--- src/rtl/core/adjacency_matrix_graph_store_core_assert.svh ---
// Assertion macros for the graph store core, clocked on clk, disabled in reset.
`ifndef ADJACENCY_MATRIX_GRAPH_STORE_CORE_ASSERT_SVH
`define ADJACENCY_MATRIX_GRAPH_STORE_CORE_ASSERT_SVH

`ifndef SYNTHESIS
`define AMGS_ASSERT_SAME(label, ante, cons) \
    label: assert property (@(posedge clk) disable iff (!rst_n) (ante) |-> (cons)) \
        else $error("graph store check failed");
`define AMGS_ASSERT_NEXT(label, ante, cons) \
    label: assert property (@(posedge clk) disable iff (!rst_n) (ante) |=> (cons)) \
        else $error("graph store check failed");
`else
`define AMGS_ASSERT_SAME(label, ante, cons)
`define AMGS_ASSERT_NEXT(label, ante, cons)
`endif

`endif

--- src/rtl/core/amgs_pkg.sv ---
`timescale 1ns / 1ps
package amgs_pkg;

    localparam int MaxVertices = 16;
    localparam int VertexBits  = $clog2(MaxVertices);
    localparam int CountBits   = 5;
    localparam int FuncBits    = 2;
    localparam int DataBits    = 32;
    localparam int AddrBits    = 3;

    typedef logic [VertexBits-1:0] vertex_t;
    typedef logic [CountBits-1:0]  count_t;
    typedef logic [FuncBits-1:0]   func_t;

    localparam func_t FuncAddEdge = 2'd0;
    localparam func_t FuncSucc    = 2'd1;
    localparam func_t FuncPred    = 2'd2;
    localparam func_t FuncUnused  = 2'd3;

    localparam logic RegVertexCount = 1'b0;
    localparam count_t VertexCountReset = CountBits'(16);

    typedef enum logic [1:0] {
        ST_IDLE,
        ST_SCAN,
        ST_FLUSH
    } state_t;

    typedef struct packed {
        logic    en;
        vertex_t row;
        vertex_t col;
    } edge_wr_t;

    typedef struct packed {
        vertex_t row;
        vertex_t col;
    } edge_rd_t;

endpackage

--- src/rtl/core/amgs_if.sv ---
`timescale 1ns / 1ps
interface amgs_req_if;
    import amgs_pkg::*;

    logic    valid;
    logic    ready;
    func_t   func;
    vertex_t from_vertex;
    vertex_t to_vertex;
    vertex_t query_vertex;

    modport source (output valid, output func, output from_vertex, output to_vertex,
                    output query_vertex, input ready);
    modport sink   (input valid, input func, input from_vertex, input to_vertex,
                    input query_vertex, output ready);
endinterface

interface amgs_rsp_if;
    import amgs_pkg::*;

    logic    valid;
    logic    ready;
    vertex_t neighbor;
    logic    found;
    logic    last;
    logic    bad_vertex;

    modport source (output valid, output neighbor, output found, output last,
                    output bad_vertex, input ready);
    modport sink   (input valid, input neighbor, input found, input last,
                    input bad_vertex, output ready);
endinterface

--- src/rtl/core/amgs_edge_matrix.sv ---
`timescale 1ns / 1ps
module amgs_edge_matrix (
    input  logic               clk,
    input  logic               rst_n,
    input  amgs_pkg::edge_wr_t wr,
    input  amgs_pkg::edge_rd_t rd,
    output logic               rd_bit
);
    import amgs_pkg::*;

    logic [MaxVertices-1:0] rows_reg [MaxVertices];

    // row = source vertex, bit = destination vertex
    always_ff @(posedge clk or negedge rst_n)
    begin
        if (!rst_n)
        begin
            for (int r = 0; r < MaxVertices; r++)
            begin
                rows_reg[r] <= '0;
            end
        end
        else if (wr.en)
        begin
            rows_reg[wr.row][wr.col] <= 1'b1;
        end
    end

    assign rd_bit = rows_reg[rd.row][rd.col];

endmodule

--- src/rtl/core/adjacency_matrix_graph_store_core.sv ---
`timescale 1ns / 1ps
// Directed graph store on a 16 x 16 adjacency bit matrix, cleared at reset with no
// sweep. An add-edge word gives no result. A successor or predecessor query walks
// the row or column one bit per cycle, unless a hit finds the output register still
// full and stalls the scan, through the matrix's single read port; results leave
// through an output register, one per set bit in ascending order, the final one
// marked last, or one word with found clear when no bit is set. A query vertex at or
// above vertex_count gives one word with bad_vertex set. vertex_count sits at byte
// address 0 of the APB port; the count that the core uses saturates at 16.
`include "adjacency_matrix_graph_store_core_assert.svh"

module adjacency_matrix_graph_store_core (
    input  logic                             clk,
    input  logic                             rst_n,
    amgs_req_if.sink                         request,
    amgs_rsp_if.source                       result,
    input  logic                             psel,
    input  logic                             penable,
    input  logic                             pwrite,
    input  logic [amgs_pkg::AddrBits-1:0]    paddr,
    input  logic [amgs_pkg::DataBits-1:0]    pwdata,
    output logic [amgs_pkg::DataBits-1:0]    prdata,
    output logic                             pready
);
    import amgs_pkg::*;

    count_t  vcount_reg;
    count_t  eff_count;
    state_t  state_reg, state_next;
    logic    pred_reg, pred_next;
    vertex_t qv_reg, qv_next;
    vertex_t idx_reg, idx_next;
    vertex_t pend_reg, pend_next;
    logic    pend_vld_reg, pend_vld_next;
    logic    bad_reg, bad_next;

    logic    ovld_reg, ovld_next;
    vertex_t onb_reg, onb_next;
    logic    ofound_reg, ofound_next;
    logic    olast_reg, olast_next;
    logic    obad_reg, obad_next;

    edge_wr_t wr;
    edge_rd_t rd;
    logic     hit;
    logic     accept;
    logic     can_load;
    logic     scan_end;
    logic     stall;

    // configuration port
    assign pready = 1'b1;
    assign prdata = DataBits'(vcount_reg);

    always_ff @(posedge clk or negedge rst_n)
    begin
        if (!rst_n)
        begin
            vcount_reg <= VertexCountReset;
        end
        else if (psel && penable && pwrite && (paddr[AddrBits-1] == RegVertexCount))
        begin
            vcount_reg <= pwdata[CountBits-1:0];
        end
    end

    assign eff_count = (vcount_reg > CountBits'(MaxVertices)) ? CountBits'(MaxVertices)
                                                              : vcount_reg;

    assign request.ready = (state_reg == ST_IDLE);
    assign accept        = request.valid && request.ready;
    assign can_load      = !ovld_reg || result.ready;
    assign scan_end      = ({1'b0, idx_reg} == (eff_count - CountBits'(1)));

    assign wr.en  = accept && (request.func == FuncAddEdge)
                    && ({1'b0, request.from_vertex} < eff_count)
                    && ({1'b0, request.to_vertex} < eff_count);
    assign wr.row = request.from_vertex;
    assign wr.col = request.to_vertex;

    assign rd.row = pred_reg ? idx_reg : qv_reg;
    assign rd.col = pred_reg ? qv_reg : idx_reg;

    amgs_edge_matrix u_matrix (
        .clk    (clk),
        .rst_n  (rst_n),
        .wr     (wr),
        .rd     (rd),
        .rd_bit (hit)
    );

    assign stall = (state_reg == ST_SCAN) && hit && pend_vld_reg && !can_load;

    always_comb
    begin
        state_next    = state_reg;
        pred_next     = pred_reg;
        qv_next       = qv_reg;
        idx_next      = idx_reg;
        pend_next     = pend_reg;
        pend_vld_next = pend_vld_reg;
        bad_next      = bad_reg;
        ovld_next     = ovld_reg && !result.ready;
        onb_next      = onb_reg;
        ofound_next   = ofound_reg;
        olast_next    = olast_reg;
        obad_next     = obad_reg;

        unique case (state_reg)
            ST_IDLE:
            begin
                if (accept && ((request.func == FuncSucc) || (request.func == FuncPred)))
                begin
                    pred_next     = (request.func == FuncPred);
                    qv_next       = request.query_vertex;
                    idx_next      = '0;
                    pend_vld_next = 1'b0;
                    if ({1'b0, request.query_vertex} >= eff_count)
                    begin
                        bad_next   = 1'b1;
                        state_next = ST_FLUSH;
                    end
                    else
                    begin
                        bad_next   = 1'b0;
                        state_next = ST_SCAN;
                    end
                end
            end
            ST_SCAN:
            begin
                if (!stall)
                begin
                    if (hit)
                    begin
                        // push the earlier hit out, keep this one until the next
                        if (pend_vld_reg)
                        begin
                            ovld_next   = 1'b1;
                            onb_next    = pend_reg;
                            ofound_next = 1'b1;
                            olast_next  = 1'b0;
                            obad_next   = 1'b0;
                        end
                        pend_next     = idx_reg;
                        pend_vld_next = 1'b1;
                    end
                    if (scan_end)
                    begin
                        state_next = ST_FLUSH;
                    end
                    else
                    begin
                        idx_next = idx_reg + VertexBits'(1);
                    end
                end
            end
            ST_FLUSH:
            begin
                if (can_load)
                begin
                    ovld_next   = 1'b1;
                    onb_next    = (pend_vld_reg && !bad_reg) ? pend_reg : '0;
                    ofound_next = pend_vld_reg && !bad_reg;
                    olast_next  = 1'b1;
                    obad_next   = bad_reg;
                    state_next  = ST_IDLE;
                end
            end
            default:
            begin
                state_next = ST_IDLE;
            end
        endcase
    end

    always_ff @(posedge clk or negedge rst_n)
    begin
        if (!rst_n)
        begin
            state_reg    <= ST_IDLE;
            pend_vld_reg <= 1'b0;
            bad_reg      <= 1'b0;
            ovld_reg     <= 1'b0;
        end
        else
        begin
            state_reg    <= state_next;
            pend_vld_reg <= pend_vld_next;
            bad_reg      <= bad_next;
            ovld_reg     <= ovld_next;
        end
    end

    always_ff @(posedge clk)
    begin
        pred_reg   <= pred_next;
        qv_reg     <= qv_next;
        idx_reg    <= idx_next;
        pend_reg   <= pend_next;
        onb_reg    <= onb_next;
        ofound_reg <= ofound_next;
        olast_reg  <= olast_next;
        obad_reg   <= obad_next;
    end

    assign result.valid      = ovld_reg;
    assign result.neighbor   = onb_reg;
    assign result.found      = ofound_reg;
    assign result.last       = olast_reg;
    assign result.bad_vertex = obad_reg;

    `AMGS_ASSERT_SAME(a_bad_word_shape, result.valid && result.bad_vertex,
                      result.last && !result.found)
    `AMGS_ASSERT_NEXT(a_stall_holds_scan, stall,
                      (state_reg == ST_SCAN) && $stable(idx_reg) && $stable(pend_reg))
    `AMGS_ASSERT_NEXT(a_bad_query_flush,
                      accept && (request.func != FuncAddEdge) && (request.func != FuncUnused)
                      && ({1'b0, request.query_vertex} >= eff_count),
                      (state_reg == ST_FLUSH) && bad_reg)

endmodule

--- src/flat_wrapper.sv ---
// flat-port wrapper written by rule: the top's interface ports become plain ports
module adjacency_matrix_graph_store_core_flat import amgs_pkg::*;
  (clk, rst_n, psel, penable, pwrite, paddr, pwdata, prdata, pready, request_valid, request_func, request_from_vertex, request_to_vertex, request_query_vertex, request_ready, result_valid, result_neighbor, result_found, result_last, result_bad_vertex, result_ready);
  amgs_req_if request_i ();
  amgs_rsp_if result_i ();
  input  logic clk;
  input  logic rst_n;
  input  logic psel;
  input  logic penable;
  input  logic pwrite;
  input  logic [amgs_pkg::AddrBits-1:0] paddr;
  input  logic [amgs_pkg::DataBits-1:0] pwdata;
  output logic [amgs_pkg::DataBits-1:0] prdata;
  output logic pready;
  input wire logic [$bits(request_i.valid)-1:0] request_valid;
  input wire logic [$bits(request_i.func)-1:0] request_func;
  input wire logic [$bits(request_i.from_vertex)-1:0] request_from_vertex;
  input wire logic [$bits(request_i.to_vertex)-1:0] request_to_vertex;
  input wire logic [$bits(request_i.query_vertex)-1:0] request_query_vertex;
  output wire logic [$bits(request_i.ready)-1:0] request_ready;
  output wire logic [$bits(result_i.valid)-1:0] result_valid;
  output wire logic [$bits(result_i.neighbor)-1:0] result_neighbor;
  output wire logic [$bits(result_i.found)-1:0] result_found;
  output wire logic [$bits(result_i.last)-1:0] result_last;
  output wire logic [$bits(result_i.bad_vertex)-1:0] result_bad_vertex;
  input wire logic [$bits(result_i.ready)-1:0] result_ready;
  assign request_i.valid = request_valid;
  assign request_i.func = request_func;
  assign request_i.from_vertex = request_from_vertex;
  assign request_i.to_vertex = request_to_vertex;
  assign request_i.query_vertex = request_query_vertex;
  assign request_ready = request_i.ready;
  assign result_valid = result_i.valid;
  assign result_neighbor = result_i.neighbor;
  assign result_found = result_i.found;
  assign result_last = result_i.last;
  assign result_bad_vertex = result_i.bad_vertex;
  assign result_i.ready = result_ready;
  adjacency_matrix_graph_store_core u_core (.clk(clk), .rst_n(rst_n), .request(request_i), .result(result_i), .psel(psel), .penable(penable), .pwrite(pwrite), .paddr(paddr), .pwdata(pwdata), .prdata(prdata), .pready(pready));
endmodule
--- config.mk ---
export PLATFORM = sky130hd
export DESIGN_NAME = adjacency_matrix_graph_store_core_flat
export DESIGN_NICKNAME = d
export VERILOG_FILES = /design/src/rtl/core/amgs_pkg.sv /design/src/rtl/core/amgs_if.sv /design/src/rtl/core/amgs_edge_matrix.sv /design/src/rtl/core/adjacency_matrix_graph_store_core.sv /design/src/flat_wrapper.sv
export VERILOG_INCLUDE_DIRS = /design/src /design/src/rtl/core
export SDC_FILE = /design/constraint.sdc
export NUM_CORES = 1
export LEC_CHECK = 0
export BUFFER_PORTS_ARGS = -buffer_cell sky130_fd_sc_hd__buf_2
export CAP_MARGIN = 10
export CORE_MARGIN = 2
export CORE_UTILIZATION = 60
export CTS_CLUSTER_DIAMETER = 120
export DETAILED_ROUTE_END_ITERATION = 10
export GPL_ROUTABILITY_DRIVEN = 0
export PLACE_DENSITY = 0.83
export SYNTH_ARGS = -nofsm -noshare
export SYNTH_HDL_FRONTEND = slang
export SYNTH_SLANG_ARGS = --single-unit
--- constraint.sdc ---
create_clock -name clk -period 7.1 [get_ports clk]
set_input_delay 0.355 -clock clk [delete_from_list [all_inputs] [get_ports clk]]
set_output_delay 0.355 -clock clk [all_outputs]
set_load 0.05 [all_outputs]
# --- After elaboration in Yosys (flattened, before gate mapping) ---
# Cells that the tools add are included.
totals:
  inputBits: 56
  word_cells: 139
  output_inout_bits: 42
  ff_bits: 286
classes:
  magnitude_cmp: 10
  bitwise: 5
  mux: 50
  n_eq_ne: 12
  n_reduce_logical: 31
  add_sub_neg: 2
ops:
  columns: ["cell", "count"]
  rows:
  - ["$or 256x256->256", 1]
  - ["$bmux 16 s4", 1]
  - ["$demux 16 s4", 1]
  - ["$mux 16", 3]
  - ["$mux 4", 10]
  - ["$mux 1", 19]
  - ["$pmux 4 s2", 2]
  - ["$logic_and 1x1->1", 15]
  - ["$reduce_and 4->1", 3]
  - ["$ge 5x5->1 const B", 2]
  - ["$lt 4x5->1", 2]
  - ["$lt 4x5->1 const B", 2]
  - ["$mux 2", 5]
  - ["$not 4->5", 2]
  - ["$pmux 1 s2", 5]
  - ["$ne 2x1->1 const B", 4]
  - ["$ne 2x2->1 const B", 3]
  - ["$pmux 2 s3", 1]
  - ["$eq 4x5->1", 1]
  - ["$ge 4x5->1", 1]
  - ["$gt 5x5->1 const B", 1]
  - ["$lt 5x1->1 const B", 1]
  - ["$mux 5", 1]
  - ["$reduce_and 5->1", 1]
  - ["other kinds (14)", 23]

# --- Depth between registers and ports, before layout ---
logic_depth:
  word_depth: 12
  ltp_mapped: 15
  mapped_depth_nobuf: 12

# --- Hierarchy ---
# From an unflattened synthesis, not the netlist that was laid out.
unflattened:
  hier_cells: 1026
  hier_area_um2: 13065.0
modules_own_cells:
  columns: ["mod", "cells_per_inst", "seq_area_each_um2", "area_per_inst_um2", "instances"]
  rows:
  - ["amgs_edge_matrix", 839, 6406.1, 11031.8, 1]
  - ["adjacency_matrix_graph_store_core", 187, 852.1, 2033.2, 1]

# --- Least setup slack after synthesis ---
# No wires, ideal clock.
synth_path:
  kind: "register to register"
  start: "reg u_core.idx_reg[1]"
  end: "reg u_core.obad_reg, in the netlist u_core.result.bad_vertex, enable pin"
  required_ps: 6727
  slack_ps: 3888
  stages_incl_launch_ff: 13
  arrival_time_ps: 2839
  n_path_buf: 3
  synth_period_minus_slack_ps: 3212
  setup_ps: 373
  cell_sequence: "edfxtp_1 > nand2b_1 > buf_6 > o22a_2 > buf_6 > buf_6 > a41oi_1 > a221oi_1 > a211o_1 > a22oi_1 > nor4_4 > or3_1 > a21oi_1"
synth_between:
  elab_chain_len: 12
  word_cells_on_any_way: 14
  cone_classes: "eq/ne: 2; mux: 7; bitwise: 1; reduce/logical: 4"
synth_rtl:
  columns: ["item", "line", "text"]
  rows:
  - ["start, declared", "adjacency_matrix_graph_store_core.sv:32", "vertex_t idx_reg, idx_next;"]
  - ["start signal, assigned", "adjacency_matrix_graph_store_core.sv:199", "idx_reg <= idx_next;"]
  - ["$mux 4", "adjacency_matrix_graph_store_core.sv:81", "assign rd.row = pred_reg ? idx_reg : qv_reg;"]
  - ["$not 4->5 (not written as such)", "amgs_edge_matrix.sv:29", "assign rd_bit = rows_reg[rd.row][rd.col];"]
  - ["$bmux 16 s4", "amgs_edge_matrix.sv:29", null]
  - ["$mux 16 (not written as such) (2 in series)", "amgs_edge_matrix.sv:29", null]
  - ["$bmux 1 s4 (*)", "amgs_edge_matrix.sv:29", null]
  - ["$mux 1 (not written as such) (*)", "amgs_edge_matrix.sv:29", null]
  - ["$logic_and 1x1->1 (3 in series)", "adjacency_matrix_graph_store_core.sv:92", "assign stall = (state_reg == ST_SCAN) && hit && pend_vld_reg && !can_load;"]
  - ["$ne 2x2->1 (no line)", null, null]
  - ["$reduce_and 5->1 (no line) (*)", null, null]
  - ["end signal, assigned", "adjacency_matrix_graph_store_core.sv:204", "obad_reg <= obad_next;"]
  - ["end, declared", "adjacency_matrix_graph_store_core.sv:41", "logic obad_reg, obad_next;"]
# Mark *: on every way between the ends. The rest lies on a longest branch, timed or not. The select of a mux whose other input is x is not followed.
# A chain may end at the register's enable or synchronous reset.

# --- Worst setup path after layout ---
layout_path:
  start: "reg u_core.pred_reg"
  end: "reg u_core.ofound_reg, in the netlist u_core.result.found, enable pin"
layout_between:
  elab_chain_len: 12
  word_cells_on_any_way: 14
  cone_classes: "eq/ne: 2; mux: 7; bitwise: 1; reduce/logical: 4"
layout_rtl:
  columns: ["item", "line", "text"]
  rows:
  - ["start, declared", "adjacency_matrix_graph_store_core.sv:30", "logic pred_reg, pred_next;"]
  - ["start signal, assigned", "adjacency_matrix_graph_store_core.sv:197", "pred_reg <= pred_next;"]
  - ["$mux 4", "adjacency_matrix_graph_store_core.sv:81", null]
  - ["$not 4->5 (not written as such)", "amgs_edge_matrix.sv:29", null]
  - ["$bmux 16 s4", "amgs_edge_matrix.sv:29", null]
  - ["$mux 16 (not written as such) (2 in series)", "amgs_edge_matrix.sv:29", null]
  - ["$bmux 1 s4 (*)", "amgs_edge_matrix.sv:29", null]
  - ["$mux 1 (not written as such) (*)", "amgs_edge_matrix.sv:29", null]
  - ["$logic_and 1x1->1 (3 in series)", "adjacency_matrix_graph_store_core.sv:92", null]
  - ["$ne 2x2->1 (no line)", null, null]
  - ["$reduce_and 5->1 (no line) (*)", null, null]
  - ["end signal, assigned", "adjacency_matrix_graph_store_core.sv:202", "ofound_reg <= ofound_next;"]
  - ["end, declared", "adjacency_matrix_graph_store_core.sv:39", "logic ofound_reg, ofound_next;"]
# Marked as above.

==> results.md <==
* Peak VDD IR at 0.225 mV
* WL final at 40.9 mm
* Power Density at 320 nW/um^2
* Max-slew violations at 0
* Final net count at 1510
* Die X at 160 um
* Kind of end point of the critical path: register
* Required time of the worst setup path at 7280 ps
* CTS buffer count at 29
* Worst-margin pin slew at 1140 ps
* ANT cells at 0
* FILL cells at 1872
* Fraction of layout cells with a size suffix above 1 at 0.113
* Pin count of the biggest net entering global routing at 192
* Clock insertion delay at the later pin of the skew report at 560 ps
* Synth warnings at 0
* PostCTS Resize Cnt at 0
* Slew HR at 0.237
* FF+latch count, synth at 286
* CTS tree: yes
* Vias in the first global route at 11500
* Total of max-cap violations at 0
* Clock Skew at 10.9 ps
* Syn avg cell area at 10.1 sq um
* Crit-path max FO at 62
* Final Hold Vio Count at 0
* Clock sinks at 286
* Peak Freq at 213 MHz
* Setup TNS Final at 0 ps
* Post-DRT Antenna Nets at 0
* Grt ovf at 0
* Total GRT Usage at 0.319
* Setup violations, final at 0
* Max reg flops at 256
* CP Class: register to register
* Final Non-Filler Cells at 1782
* Post-synth ARST share at 0.930
* Site row count at 57
* Outcome: finished, final reports clean
* Worst min-delay path class: input pin to register
* Seq pwr share at 0.363
* Unrepaired setup endpoints after global routing: false
* Clock power share at 0.299
* Post-synth EDFFs at 20
* Kind of start point of the critical path: register
* Final min period at 4690 ps
* Ports at 98
* Psw at 0.00192 W
* I/O Buffers at 40
* Leak at 9.18 nW
* R2R depth at 10
* Worst hold path depth at 1
* Total Power at 0.00507 W
* Root Buffer: clkbuf_16
* Drt via density at 6.74
* Period utilisation layout at 0.661
* Cells after DPL at 1728
* Slowest stage delay, CP at 590 ps
* Sequential element share of the synthesized area at 0.498
* Primary FF master, synth: dfrtp_1
* DRC at 0
* Via Count at 12000
* Die height at 160 um
* Int Pwr at 0.00315 W
* Detailed Place HPWL at 24.7 mm
* Sw frac at 0.379
* Clock buffer depth at 3
* Initial DRC Count at 1456
* Initial antenna violation count at 0
* Slowest CP cell: o22a_2
* Crit path max-delay family: compound AO/OA/AOI/OAI gates
* Syn Inst Count at 1444
* Clk slew on worst S/H paths at 60 ps
* Commonest non-fill, non-tap cell in the layout: dfrtp_1
* CP Cell Sequence: buf_4, nand2b_1, o22a_2, a41oi_1, a2111oi_0, a211o_1, a31oi_1, o31ai_1, or3_1, a21oi_1
* Die area at 25600 sq um
* Combinational Power Share at 0.337
* Critical path depth in cells at 10
* Pre-Repair DR Iteration Count at 6
* Routed len/inst at 22.9 um
* Commonest non-fill, non-tap cells in the layout: dfrtp_1, a21o_1, o21ai_0
* Mapped cell area at 14600 sq um
* Htree depth at 1
* Starting Density at 0.605
* Distinct cells, synth at 74
* Core ar. at 24100 sq um
* First-pass GRT wire length at 64.1 mm
* Layout area overhead at 8.57%
* Worst Path Arrival at 4870 ps
* Buf/Inv on CP at 1
[Yosys cell counts, types with 22 or more instances]
cell / n / area share
a21o_1: 260 / 0.13
a21oi_1: 32 / 0.011
buf_2: 49 / 0.017
buf_4: 30 / 0.015
clkbuf_1: 48 / 0.012
dfrtp_1: 265 / 0.45
nand2_1: 107 / 0.028
nand3_1: 23 / 0.0079
nor2_1: 83 / 0.021
nor3_1: 22 / 0.0075
o211ai_1: 33 / 0.017
o21ai_0: 116 / 0.040
o21bai_1: 32 / 0.016
o22ai_1: 33 / 0.014
[cell type report]
class	count	area, sq um	share of cell area
Multi-Input combinational cell	1027	6680	0.422
Clock inverter	9	70.1	0.00442
Sequential cell	286	7260	0.458
Timing Repair Buffer	73	475	0.0300
Tap cell	324	405	0.0256
Inverter	20	75.1	0.00474
Clock buffer	43	870	0.0549
[worst paths after layout]
path | from | to | slack, ps
setup / recovery | u_core.pred_reg | u_core.result.found | 2410
hold / removal | request_query_vertex[3] | u_core.qv_reg[3] | 0.5
setup reg to reg | u_core.pred_reg | u_core.result.found | 2410
hold reg to reg | u_core.u_matrix.rows_reg[118] | u_core.u_matrix.rows_reg[118] | 440
max in group asynchronous | rst_n | u_core.u_matrix.rows_reg[93] | 5280
min in group asynchronous | rst_n | u_core.result.valid | 350
[kinds of logic after synthesis]
| family | count (synthesis) | synth area share |
|---|---|---|
| AO/OA/AOI/OAI | 621 | 0.299 |
| AND/OR/NAND/NOR | 329 | 0.111 |
| flip-flops | 286 | 0.498 |
| buffers and inverters | 157 | 0.0554 |
| multiplexers | 26 | 0.0185 |
| adder cells (fa/ha/maj) | 17 | 0.0146 |
| XOR/XNOR | 6 | 0.00360 |
| other | 2 | 0.000515 |
[repair_timing]
action                    CTS  global route
hold buffers                2             0
hold endpoints to repair   75             0
buffers inserted            0             0
[worst reg2reg max path: stages, from the launching register on]
cell and delay (ps):
edfxtp_1 350, buf_4 560, nand2b_1 460, o22a_2 590, a41oi_1 300, a2111oi_0 110
a211o_1 360, a31oi_1 430, o31ai_1 200, or3_1 380, a21oi_1 580
[metal layers]
metal	vias to the layer above	global-route usage	wire, um
met3	137	0.0849	4240
met4	0	0.142	1800
met2	646	0.488	18600
met1	5996	0.430	16300
li1	5225	-	-
met5	-	0	0
[per-stage QoR]
stage                      util  setup slack, ps  instance area [sq um]  hold WS, ps
final                     0.657             2410                  15800        0.486
after global routing      0.657             2240                  15800         8.19
after CTS                 0.657             2550                  15800        0.714
after detailed placement  0.617             2590                  14900          358
after global placement    0.617             2670                  14900          359
after floorplan               -             3890                  14700         59.4
[power by group through the flow]
stage	combinational [W]	sequential, W	clock, W
6_report	0.00171	0.00184	0.00152
5_1_grt	0.00183	0.00185	0.00158
4_1_cts	0.00167	0.00184	0.00151
3_5_place_dp	0.00166	0.00187	0
3_3_place_gp	0.00161	0.00186	0
2_1_floorplan	0.00113	0.00193	0
(Power assumes the default switching activity.)
